[src/design/ogpf_pkg.sv]
`default_nettype none
// ----------------------------------------------------------------------------
// Ogg page framer package
// Shared constants, types and helper functions for the page framer.
// ----------------------------------------------------------------------------
package ogpf_pkg;

    localparam int          MAX_PACKET_DEF = 2048;
    localparam int          FIXED_HDR      = 27;
    localparam int          SEG_SIZE       = 255;
    localparam logic [31:0] CRC_POLY       = 32'h04c1_1db7;
    localparam logic [31:0] SERIAL_RST     = 32'h1234_5678;

    localparam int LEN_W     = 12;
    localparam int OFF_W     = 12;
    localparam int S_TDATA_W = 96;
    localparam int M_TDATA_W = 24;

    // Kind of an input transfer, carried on s_tuser.
    localparam logic CMD_OPEN = 1'b0;
    localparam logic CMD_BYTE = 1'b1;

    // Capture pattern "OggS".
    localparam logic [7:0] CAP_0 = 8'h4f;
    localparam logic [7:0] CAP_1 = 8'h67;
    localparam logic [7:0] CAP_2 = 8'h67;
    localparam logic [7:0] CAP_3 = 8'h53;

    typedef enum logic [1:0] {
        ST_IDLE,
        ST_HDR_CRC,
        ST_HDR_OUT
    } state_t;

    typedef struct packed {
        logic open;      // latch a new page header
        logic data;      // fold and forward one payload byte
        logic crc_step;  // fold one header byte into the CRC
        logic emit;      // present one header byte
        logic set_open;  // page now waits for payload
    } ctrl_cmd_t;

    typedef struct packed {
        logic out_free;
        logic page_open;
        logic idx_last;
        logic len_zero;
        logic data_last;
    } dp_status_t;

    // One byte through the MSB-first CRC-32.
    function automatic logic [31:0] crc_byte(input logic [31:0] crc, input logic [7:0] b);
        logic [31:0] c;
        c = crc ^ {b, 24'h0};
        for (int k = 0; k < 8; k++) begin
            c = c[31] ? ({c[30:0], 1'b0} ^ CRC_POLY) : {c[30:0], 1'b0};
        end
        return c;
    endfunction

    // Quotient by 255, exact for every LEN_W-bit input.
    function automatic logic [4:0] div255(input logic [LEN_W-1:0] x);
        logic [LEN_W:0] t;
        t = {1'b0, x} + (LEN_W+1)'(1) + (LEN_W+1)'(x >> 8);
        return 5'(t >> 8);
    endfunction

endpackage

`default_nettype wire

[src/design/ogpf_ctrl.sv]
`default_nettype none
// ----------------------------------------------------------------------------
// Ogg page framer controller
// Sequences page open, header CRC folding, payload transfer and header output.
// ----------------------------------------------------------------------------
module ogpf_ctrl (
    input  wire logic                  aclk,
    input  wire logic                  aresetn,
    input  wire logic                  s_tvalid,
    input  wire logic                  s_tuser,
    output logic                       s_tready,
    input  wire ogpf_pkg::dp_status_t  sts,
    output ogpf_pkg::ctrl_cmd_t        cmd
);

    ogpf_pkg::state_t state_reg, state_next;
    logic accept;

    always_ff @(posedge aclk) begin
        if (!aresetn) begin
            state_reg <= ogpf_pkg::ST_IDLE;
        end else begin
            state_reg <= state_next;
        end
    end

    always_comb begin
        state_next = state_reg;
        cmd        = '0;
        s_tready   = 1'b0;
        accept     = 1'b0;
        case (state_reg)
            ogpf_pkg::ST_IDLE: begin
                s_tready = sts.out_free;
                accept   = s_tvalid & sts.out_free;
                if (accept) begin
                    if (s_tuser == ogpf_pkg::CMD_OPEN) begin
                        cmd.open   = 1'b1;
                        state_next = ogpf_pkg::ST_HDR_CRC;
                    end else if (sts.page_open) begin
                        cmd.data = 1'b1;
                        if (sts.data_last) begin
                            state_next = ogpf_pkg::ST_HDR_OUT;
                        end
                    end
                end
            end
            ogpf_pkg::ST_HDR_CRC: begin
                cmd.crc_step = 1'b1;
                if (sts.idx_last) begin
                    if (sts.len_zero) begin
                        state_next = ogpf_pkg::ST_HDR_OUT;
                    end else begin
                        cmd.set_open = 1'b1;
                        state_next   = ogpf_pkg::ST_IDLE;
                    end
                end
            end
            ogpf_pkg::ST_HDR_OUT: begin
                if (sts.out_free) begin
                    cmd.emit = 1'b1;
                    if (sts.idx_last) begin
                        state_next = ogpf_pkg::ST_IDLE;
                    end
                end
            end
            default: begin
                state_next = ogpf_pkg::ST_IDLE;
            end
        endcase
    end

`ifndef SYNTHESIS
    // A result is only loaded when the output register can take it.
    a_emit_free: assert property (@(posedge aclk) disable iff (!aresetn)
        (cmd.emit || cmd.data) |-> sts.out_free)
        else $error("result loaded over a pending transfer");

    a_data_open: assert property (@(posedge aclk) disable iff (!aresetn)
        cmd.data |-> sts.page_open)
        else $error("payload byte forwarded with no page open");

    a_cmd_excl: assert property (@(posedge aclk) disable iff (!aresetn)
        $onehot0({cmd.open, cmd.data, cmd.crc_step, cmd.emit}))
        else $error("conflicting datapath commands");

    // A non-empty page becomes open right after its header CRC.
    a_open_after_crc: assert property (@(posedge aclk) disable iff (!aresetn)
        (state_reg == ogpf_pkg::ST_HDR_CRC && sts.idx_last && !sts.len_zero)
        |=> (state_reg == ogpf_pkg::ST_IDLE && sts.page_open))
        else $error("page not open after header CRC");
`endif

endmodule

`default_nettype wire

[src/design/ogpf_datapath.sv]
`default_nettype none
// ----------------------------------------------------------------------------
// Ogg page framer datapath
// Page header registers, CRC-32 register, counters and the output register.
// ----------------------------------------------------------------------------
module ogpf_datapath #(
    parameter int MAX_PACKET = ogpf_pkg::MAX_PACKET_DEF
) (
    input  wire logic                            aclk,
    input  wire logic                            aresetn,
    input  wire logic [ogpf_pkg::S_TDATA_W-1:0]  s_tdata,
    input  wire logic                            cfg_wr_en,
    input  wire logic [31:0]                     cfg_wr_data,
    input  wire ogpf_pkg::ctrl_cmd_t             cmd,
    output ogpf_pkg::dp_status_t                 sts,
    output logic                                 m_tvalid,
    input  wire logic                            m_tready,
    output logic [ogpf_pkg::M_TDATA_W-1:0]       m_tdata,
    output logic                                 m_tuser,
    output logic                                 m_tlast
);

    localparam int MAX_HLEN = ogpf_pkg::FIXED_HDR + MAX_PACKET / ogpf_pkg::SEG_SIZE + 1;
    localparam int HLEN_W   = $clog2(MAX_HLEN + 1);
    localparam int LEN_W    = ogpf_pkg::LEN_W;
    localparam int OFF_W    = ogpf_pkg::OFF_W;

    // Input fields
    logic [7:0]       in_flags;
    logic [63:0]      in_granule;
    logic [LEN_W-1:0] in_len;
    logic [7:0]       in_data;

    assign in_flags   = s_tdata[7:0];
    assign in_granule = s_tdata[71:8];
    assign in_len     = s_tdata[83:72];
    assign in_data    = s_tdata[91:84];

    // Control state
    logic [31:0]       serial_reg, serial_next;
    logic [31:0]       seq_reg, seq_next;
    logic [31:0]       crc_reg, crc_next;
    logic              open_reg, open_next;
    logic [HLEN_W-1:0] idx_reg, idx_next;
    logic [LEN_W-1:0]  rcv_reg, rcv_next;
    logic              valid_reg, valid_next;

    // Page registers
    logic [7:0]        flags_reg;
    logic [63:0]       granule_reg;
    logic [31:0]       hserial_reg;
    logic [31:0]       cur_seq_reg;
    logic [LEN_W-1:0]  exp_len_reg;
    logic [HLEN_W-1:0] ns_reg;
    logic [HLEN_W-1:0] hlen_reg;
    logic [7:0]        rem_reg;

    logic [7:0]        obyte_reg;
    logic [OFF_W-1:0]  off_reg;
    logic              ohdr_reg;
    logic              olast_reg;

    // Length decode for a page open
    logic [LEN_W-1:0]  len_sat;
    logic [4:0]        len_q;
    logic [LEN_W:0]    len_r;
    logic [HLEN_W-1:0] ns_new;

    always_comb begin
        if (int'(in_len) > MAX_PACKET) begin
            len_sat = LEN_W'(MAX_PACKET);
        end else begin
            len_sat = in_len;
        end
        len_q  = ogpf_pkg::div255(len_sat);
        len_r  = {1'b0, len_sat} - (((LEN_W+1)'(len_q) << 8) - (LEN_W+1)'(len_q));
        ns_new = (len_sat == '0) ? '0 : HLEN_W'(len_q) + HLEN_W'(1);
    end

    // Header byte selected by idx_reg
    logic [31:0]       crc_fill;
    logic [HLEN_W-1:0] g_sel, w_sel, seg_sel;
    logic [7:0]        hdr_b;

    assign crc_fill = cmd.emit ? crc_reg : 32'h0;

    always_comb begin
        g_sel   = idx_reg - HLEN_W'(6);
        w_sel   = idx_reg - HLEN_W'(14);
        seg_sel = idx_reg - HLEN_W'(ogpf_pkg::FIXED_HDR - 1);
        if (int'(idx_reg) == 0) begin
            hdr_b = ogpf_pkg::CAP_0;
        end else if (int'(idx_reg) == 1) begin
            hdr_b = ogpf_pkg::CAP_1;
        end else if (int'(idx_reg) == 2) begin
            hdr_b = ogpf_pkg::CAP_2;
        end else if (int'(idx_reg) == 3) begin
            hdr_b = ogpf_pkg::CAP_3;
        end else if (int'(idx_reg) == 4) begin
            hdr_b = 8'h00;
        end else if (int'(idx_reg) == 5) begin
            hdr_b = flags_reg;
        end else if (int'(idx_reg) < 14) begin
            hdr_b = granule_reg[{g_sel[2:0], 3'b000} +: 8];
        end else if (int'(idx_reg) < 18) begin
            hdr_b = hserial_reg[{w_sel[1:0], 3'b000} +: 8];
        end else if (int'(idx_reg) < 22) begin
            hdr_b = cur_seq_reg[{w_sel[1:0], 3'b000} +: 8];
        end else if (int'(idx_reg) < 26) begin
            hdr_b = crc_fill[{w_sel[1:0], 3'b000} +: 8];
        end else if (int'(idx_reg) == 26) begin
            hdr_b = 8'(ns_reg);
        end else if (seg_sel < ns_reg) begin
            // Full segments; the last lacing value carries the remainder.
            hdr_b = 8'hff;
        end else begin
            hdr_b = rem_reg;
        end
    end

    logic out_free;
    logic idx_last;
    logic out_load;

    assign out_free = !valid_reg || m_tready;
    assign idx_last = (idx_reg == hlen_reg - HLEN_W'(1));
    assign out_load = cmd.data || cmd.emit;

    assign sts.out_free  = out_free;
    assign sts.page_open = open_reg;
    assign sts.idx_last  = idx_last;
    assign sts.len_zero  = (exp_len_reg == '0);
    assign sts.data_last = ({1'b0, rcv_reg} + (LEN_W+1)'(1)) >= {1'b0, exp_len_reg};

    always_comb begin
        serial_next = cfg_wr_en ? cfg_wr_data : serial_reg;
        seq_next    = seq_reg;
        crc_next    = crc_reg;
        open_next   = open_reg;
        idx_next    = idx_reg;
        rcv_next    = rcv_reg;
        if (cmd.open) begin
            seq_next  = seq_reg + 32'd1;
            crc_next  = '0;
            open_next = 1'b0;
            idx_next  = '0;
            rcv_next  = '0;
        end
        if (cmd.crc_step) begin
            crc_next = ogpf_pkg::crc_byte(crc_reg, hdr_b);
            idx_next = idx_last ? '0 : idx_reg + HLEN_W'(1);
        end
        if (cmd.set_open) begin
            open_next = 1'b1;
        end
        if (cmd.data) begin
            crc_next = ogpf_pkg::crc_byte(crc_reg, in_data);
            rcv_next = rcv_reg + LEN_W'(1);
            if (sts.data_last) begin
                open_next = 1'b0;
            end
        end
        if (cmd.emit) begin
            idx_next = idx_last ? '0 : idx_reg + HLEN_W'(1);
        end
        if (out_load) begin
            valid_next = 1'b1;
        end else if (m_tready) begin
            valid_next = 1'b0;
        end else begin
            valid_next = valid_reg;
        end
    end

    always_ff @(posedge aclk) begin
        if (!aresetn) begin
            serial_reg <= ogpf_pkg::SERIAL_RST;
            seq_reg    <= '0;
            crc_reg    <= '0;
            open_reg   <= 1'b0;
            idx_reg    <= '0;
            rcv_reg    <= '0;
            valid_reg  <= 1'b0;
        end else begin
            serial_reg <= serial_next;
            seq_reg    <= seq_next;
            crc_reg    <= crc_next;
            open_reg   <= open_next;
            idx_reg    <= idx_next;
            rcv_reg    <= rcv_next;
            valid_reg  <= valid_next;
        end
    end

    always_ff @(posedge aclk) begin
        if (cmd.open) begin
            flags_reg   <= in_flags;
            granule_reg <= in_granule;
            hserial_reg <= serial_reg;
            cur_seq_reg <= seq_reg;
            exp_len_reg <= len_sat;
            ns_reg      <= ns_new;
            hlen_reg    <= HLEN_W'(ogpf_pkg::FIXED_HDR) + ns_new;
            rem_reg     <= len_r[7:0];
        end
        if (cmd.data) begin
            obyte_reg <= in_data;
            off_reg   <= OFF_W'(hlen_reg) + rcv_reg;
            ohdr_reg  <= 1'b0;
            olast_reg <= 1'b0;
        end else if (cmd.emit) begin
            obyte_reg <= hdr_b;
            off_reg   <= OFF_W'(idx_reg);
            ohdr_reg  <= 1'b1;
            olast_reg <= idx_last;
        end
    end

    assign m_tvalid = valid_reg;
    assign m_tdata  = {4'h0, off_reg, obyte_reg};
    assign m_tuser  = ohdr_reg;
    assign m_tlast  = olast_reg;

endmodule

`default_nettype wire

[src/design/ogg_page_framer_crc32_unit.sv]
`default_nettype none
// ----------------------------------------------------------------------------
// Ogg page framer with CRC-32
// Wraps one packet per Ogg page and emits payload and header bytes.
// ----------------------------------------------------------------------------
// Usage: an input transfer with s_tuser = 0 opens a page from the flags,
// granule position and packet length in s_tdata; s_tuser = 1 delivers one
// payload byte. Each output transfer carries one page byte and its offset in
// the stored page; m_tuser marks header bytes and m_tlast the final header
// byte of a page. Payload bytes come out first, then the complete header.
// Timing: an open folds the header into the CRC one byte per cycle while
// s_tready is low. Payload bytes are taken one per cycle while the output
// register is free and appear on m_tdata in the following cycle. After the
// last payload byte, or after the header CRC of an empty page, the header
// leaves at one byte per cycle as m_tready allows, while s_tready is low.
// A single output register decouples the channels; when m_tready is low the
// result holds and no new input transfer is taken until it drains.
// Reset (synchronous, active low) closes any page, zeroes the page sequence
// and restores the serial to its default. cfg_wr_en writes the serial, which
// a page latches when it opens.
// ----------------------------------------------------------------------------
module ogg_page_framer_crc32_unit #(
    parameter int MAX_PACKET = ogpf_pkg::MAX_PACKET_DEF
) (
    input  wire logic                            aclk,
    input  wire logic                            aresetn,
    // Configuration
    input  wire logic                            cfg_wr_en,
    input  wire logic [31:0]                     cfg_wr_data,   // stream_serial
    // Input channel
    input  wire logic                            s_tvalid,
    output logic                                 s_tready,
    // header_flags[7:0], granule[71:8], packet_length[83:72],
    // data_byte[91:84], zero fill
    input  wire logic [ogpf_pkg::S_TDATA_W-1:0]  s_tdata,
    input  wire logic                            s_tuser,       // cmd
    // Result channel
    output logic                                 m_tvalid,
    input  wire logic                            m_tready,
    // out_byte[7:0], byte_offset[19:8], zero fill
    output logic [ogpf_pkg::M_TDATA_W-1:0]       m_tdata,
    output logic                                 m_tuser,       // is_header
    output logic                                 m_tlast        // page_done
);

    ogpf_pkg::ctrl_cmd_t  cmd;
    ogpf_pkg::dp_status_t sts;

    ogpf_ctrl u_ctrl (
        .aclk     (aclk),
        .aresetn  (aresetn),
        .s_tvalid (s_tvalid),
        .s_tuser  (s_tuser),
        .s_tready (s_tready),
        .sts      (sts),
        .cmd      (cmd)
    );

    ogpf_datapath #(
        .MAX_PACKET (MAX_PACKET)
    ) u_datapath (
        .aclk        (aclk),
        .aresetn     (aresetn),
        .s_tdata     (s_tdata),
        .cfg_wr_en   (cfg_wr_en),
        .cfg_wr_data (cfg_wr_data),
        .cmd         (cmd),
        .sts         (sts),
        .m_tvalid    (m_tvalid),
        .m_tready    (m_tready),
        .m_tdata     (m_tdata),
        .m_tuser     (m_tuser),
        .m_tlast     (m_tlast)
    );

endmodule

`default_nettype wire

[config.mk]
export PLATFORM = sky130hd
export DESIGN_NAME = ogg_page_framer_crc32_unit
export DESIGN_NICKNAME = d
export VERILOG_FILES = /design/src/design/ogpf_pkg.sv /design/src/design/ogpf_ctrl.sv /design/src/design/ogpf_datapath.sv /design/src/design/ogg_page_framer_crc32_unit.sv
export SDC_FILE = /design/constraint.sdc
export NUM_CORES = 1
export LEC_CHECK = 0
export ABC_AREA = 1
export ABC_CLOCK_PERIOD_IN_PS = 10950
export BUFFER_PORTS_ARGS = -buffer_cell sky130_fd_sc_hd__buf_2
export CORE_MARGIN = 5
export CORE_UTILIZATION = 50
export DETAILED_ROUTE_END_ITERATION = 6
export HOLD_SLACK_MARGIN = 0.06
export PLACE_DENSITY = 0.69
export SLEW_MARGIN = 20
export SYNTH_ARGS = -nofsm -noshare
export SYNTH_HDL_FRONTEND = slang
export SYNTH_SLANG_ARGS = --single-unit
[constraint.sdc]
create_clock -name aclk -period 10.95 [get_ports aclk]
set_input_delay 1.095 -clock aclk [delete_from_list [all_inputs] [get_ports aclk]]
set_output_delay 1.095 -clock aclk [all_outputs]
set_load 0.01 [all_outputs]
==> out/qor.yml <==
min_path:
  min_from: "u_datapath.serial_reg[23]"
  hp-class: "flip-flop to flip-flop"
timing:
  timing.setup.tns_ns: 0
  fmax_mhz: 207
  period_share: 0.442
  rsz0062_at_grt: "false"
  hold_ws_ns: 0.422
  min_period_ns: 4.84
  worst_pin_slew_ns: 1.02
  slew_headroom: 0.316
  fin_skew_ns: 0.0159
  setup_viol: 0
  maxSlewViolCount: 0
  hold_viol: 0
floorplan:
  rows: 68
  core_area_um2: 34400
  initial_core_util: 0.505
  fp.dieW_um: 196
  dieArea_um2: 38600
  ios: 162
  die_h_um: 196
power:
  max-vdd-ir-drop_mv: 0.115
  power_density_nw_per_um2: 171
  power_mw: 3.35
  p_leak_nw: 8.33
placed_design:
  gp_congestion: 0.928
  dpl.hpwl_mm: 31.6
  port_buffers: 153
clocking:
  numCtsBuffers: 35
  clk_latency_ns: 0.53
  post_cts_resize_count: 0
  cts_tree: "built"
  cts_hold_buf: 0
  cts.sinks: 308
  clockBufferDepth: 3
  postCtsSetupRepairBufs: 0
  clkTransAtPathRegs_ns: 0.06
  h-tree-depth: 2
  cts-root-buf: "clkbuf_16"
setup_path:
  regToRegSetupSlack_ns: 6.52
  worst_ep_arrival_time_ns: 5.12
  crit-reg2reg-launch: "u_datapath.idx_reg[2]"
  cp_common_cell: "nand2_1"
  critPathLaunch: "s_tdata[79]"
  r2r-end: "u_datapath.crc_reg[7]"
  path_class: "input port to flip-flop"
  end_kind: "flip-flop"
  cp_slowest_cell: "nor2_1"
  worst-r2r-cell-count: 26
  slowest_delay_ns: 0.41
  cp_max_fo: 9
  cp.required_ns: 11.24
  crit_path_end: "u_datapath.rem_reg[7]"
  start_kind: "input port"
route:
  vias: 14600
  ant_nets: 0
  drc: 0
  wl_mm: 45.5
  drt_iter0_markers: 1310
  firstDrtPassIters: 5
  wl_per_cell_um: 16.6
  routed_via_density: 5.33
final_layout:
  area_growth_pct: 12.6
  fin_nets: 2439
  utilization: 0.569
  multi_input_area_um2: 7940
  largest_reg_flops: 64
  drive_above_1_share: 0.153
  final.fill_count: 3134
  seqCellArea_um2: 8050
grt:
  grt_pass1_vias: 14000
  grt_pass1_wl_mm: 72.5
  antenna_found_initial: 1
  groute.usage.overall: 0.230
  overflow: 0
  grt_max_degree: 115
run:
  maxCapViolations: 0
synthesis:
  avgSynthCellArea_um2: 8.16
  ys_seq_elements: 308
  yosysTopAreaCell: "edfxtp_1"
  synth_area_um2: 17400
  yosysTopAreaCellShare: 0.325
  postSynthCellCount: 2127
  yosysWarnings: 0
  ys_seq_area_frac: 0.464
  yosys-top-cells-area: "edfxtp_1 33%, dfxtp_1 14%, nand2_1 11%, inv_1 4.7%, nand3_1 4.5%"
  synth_cell_types: 60
status:
  status: "completed"
## cell usage after synthesis, drive strengths merged
library cell / n
or3: 1
nand2b: 1
or4: 1
and2: 2
o32ai: 1
dfxtp: 120
a21oi: 143
conb: 1
o211a: 1
nand3b: 6
o22ai: 3
nor2: 202
o21bai: 5
a211oi: 5
xor2: 79
ha: 45
or3b: 1
nor3: 32
or2: 7
a21o: 2
nand4: 13
edfxtp: 188
nand3: 164
a22oi: 10
nand2: 580
o221ai: 1
o21ai: 136
clkbuf: 30
a221oi: 2
nor3b: 1
o21a: 3
nor4: 8
dlygate4sd1: 1
xnor2: 17
o211ai: 7
inv: 238
buf: 47
a31oi: 21
fa: 2
## per-stage QoR
| step | std cells | setup slack (ns) | area (um2) |
|---|---|---|---|
| after floorplan | 2132 | 6.31 | 17400 |
| after global placement | 2676 | 5.62 | 18400 |
| after detailed placement | 2676 | 5.57 | 18400 |
| after CTS | 2740 | 6.10 | 19600 |
| after global routing | 2741 | 5.67 | 19600 |
| final | 2741 | 6.11 | 19600 |
## cells by family (layout without fill, tap and decap cells)
group	count (synthesis)	in the layout	synth area share
simple gates	1019	1019	0.265
fa+ha+maj	47	47	0.0347
flops	308	308	0.464
other cells	1	7	0.000216
buf+inv	316	469	0.0803
compound gates	340	340	0.107
xor+xnor	96	96	0.0497
## power breakdown
| group | total [mW] | switching, mW | internal [mW] |
|---|---|---|---|
| combinational | 0.794 | 0.547 | 0.247 |
| sequential | 1.35 | 0.0387 | 1.31 |
| clock | 1.20 | 0.477 | 0.724 |
| total | 3.35 | 1.06 | 2.28 |
## final cells by class
| type | instances | share of cell area |
|---|---|---|
| inverters | 238 | 0.0470 |
| flip-flops and latches | 308 | 0.412 |
| well taps | 455 | 0.0291 |
| clock buffers | 44 | 0.0491 |
| multi-input cells | 1508 | 0.406 |
| repair buffers | 167 | 0.0445 |
| clock inverters | 20 | 0.0123 |
| diodes | 1 | 0.000128 |
## layout by cell type (no fill, tap or decap), drive strengths merged, types with 3 or more instances in the layout
master / n
o211ai: 7
nor4: 8
dfxtp: 120
nand4: 13
a21oi: 143
clkbuf: 44
clkinv: 14
xor2: 79
nand3b: 6
o21ai: 136
buf: 167
o22ai: 3
nor3: 32
conb: 6
ha: 45
bufinv: 4
nand2: 580
a22oi: 10
inv: 239
nor2: 202
a31oi: 21
o21bai: 5
a211oi: 5
or2: 7
o21a: 3
nand3: 164
edfxtp: 188
xnor2: 17
## critical path: cells and delay by family
kind / cells / cell delay (ns)
AOI/OAI and AO/OA: 4 / 0.57
buffers and inverters: 3 / 0.24
adders and majority gates: 3 / 0.77
and+or+nand+nor: 16 / 1.91
xor gates and xnor gates: 3 / 0.54
## routing by layer
layer / track usage / share of wire / vias up
li1: - / - / 7278
met1: 0.307 / 0.43 / 6732
met2: 0.389 / 0.47 / 495
met3: 0.0403 / 0.072 / 94
met4: 0.0608 / 0.027 / 0
met5: 0 / 0 / -
## worst min path at each step
stage	cells after the start	end
after floorplan	0	u_datapath.hserial_reg[0]
after global placement	0	u_datapath.hserial_reg[27]
after detailed placement	0	u_datapath.hserial_reg[2]
after CTS	0	u_datapath.hserial_reg[23]
after global routing	0	u_datapath.hserial_reg[26]
final	0	u_datapath.hserial_reg[23]
No activity file was read; power rests on OpenSTA's default activity.
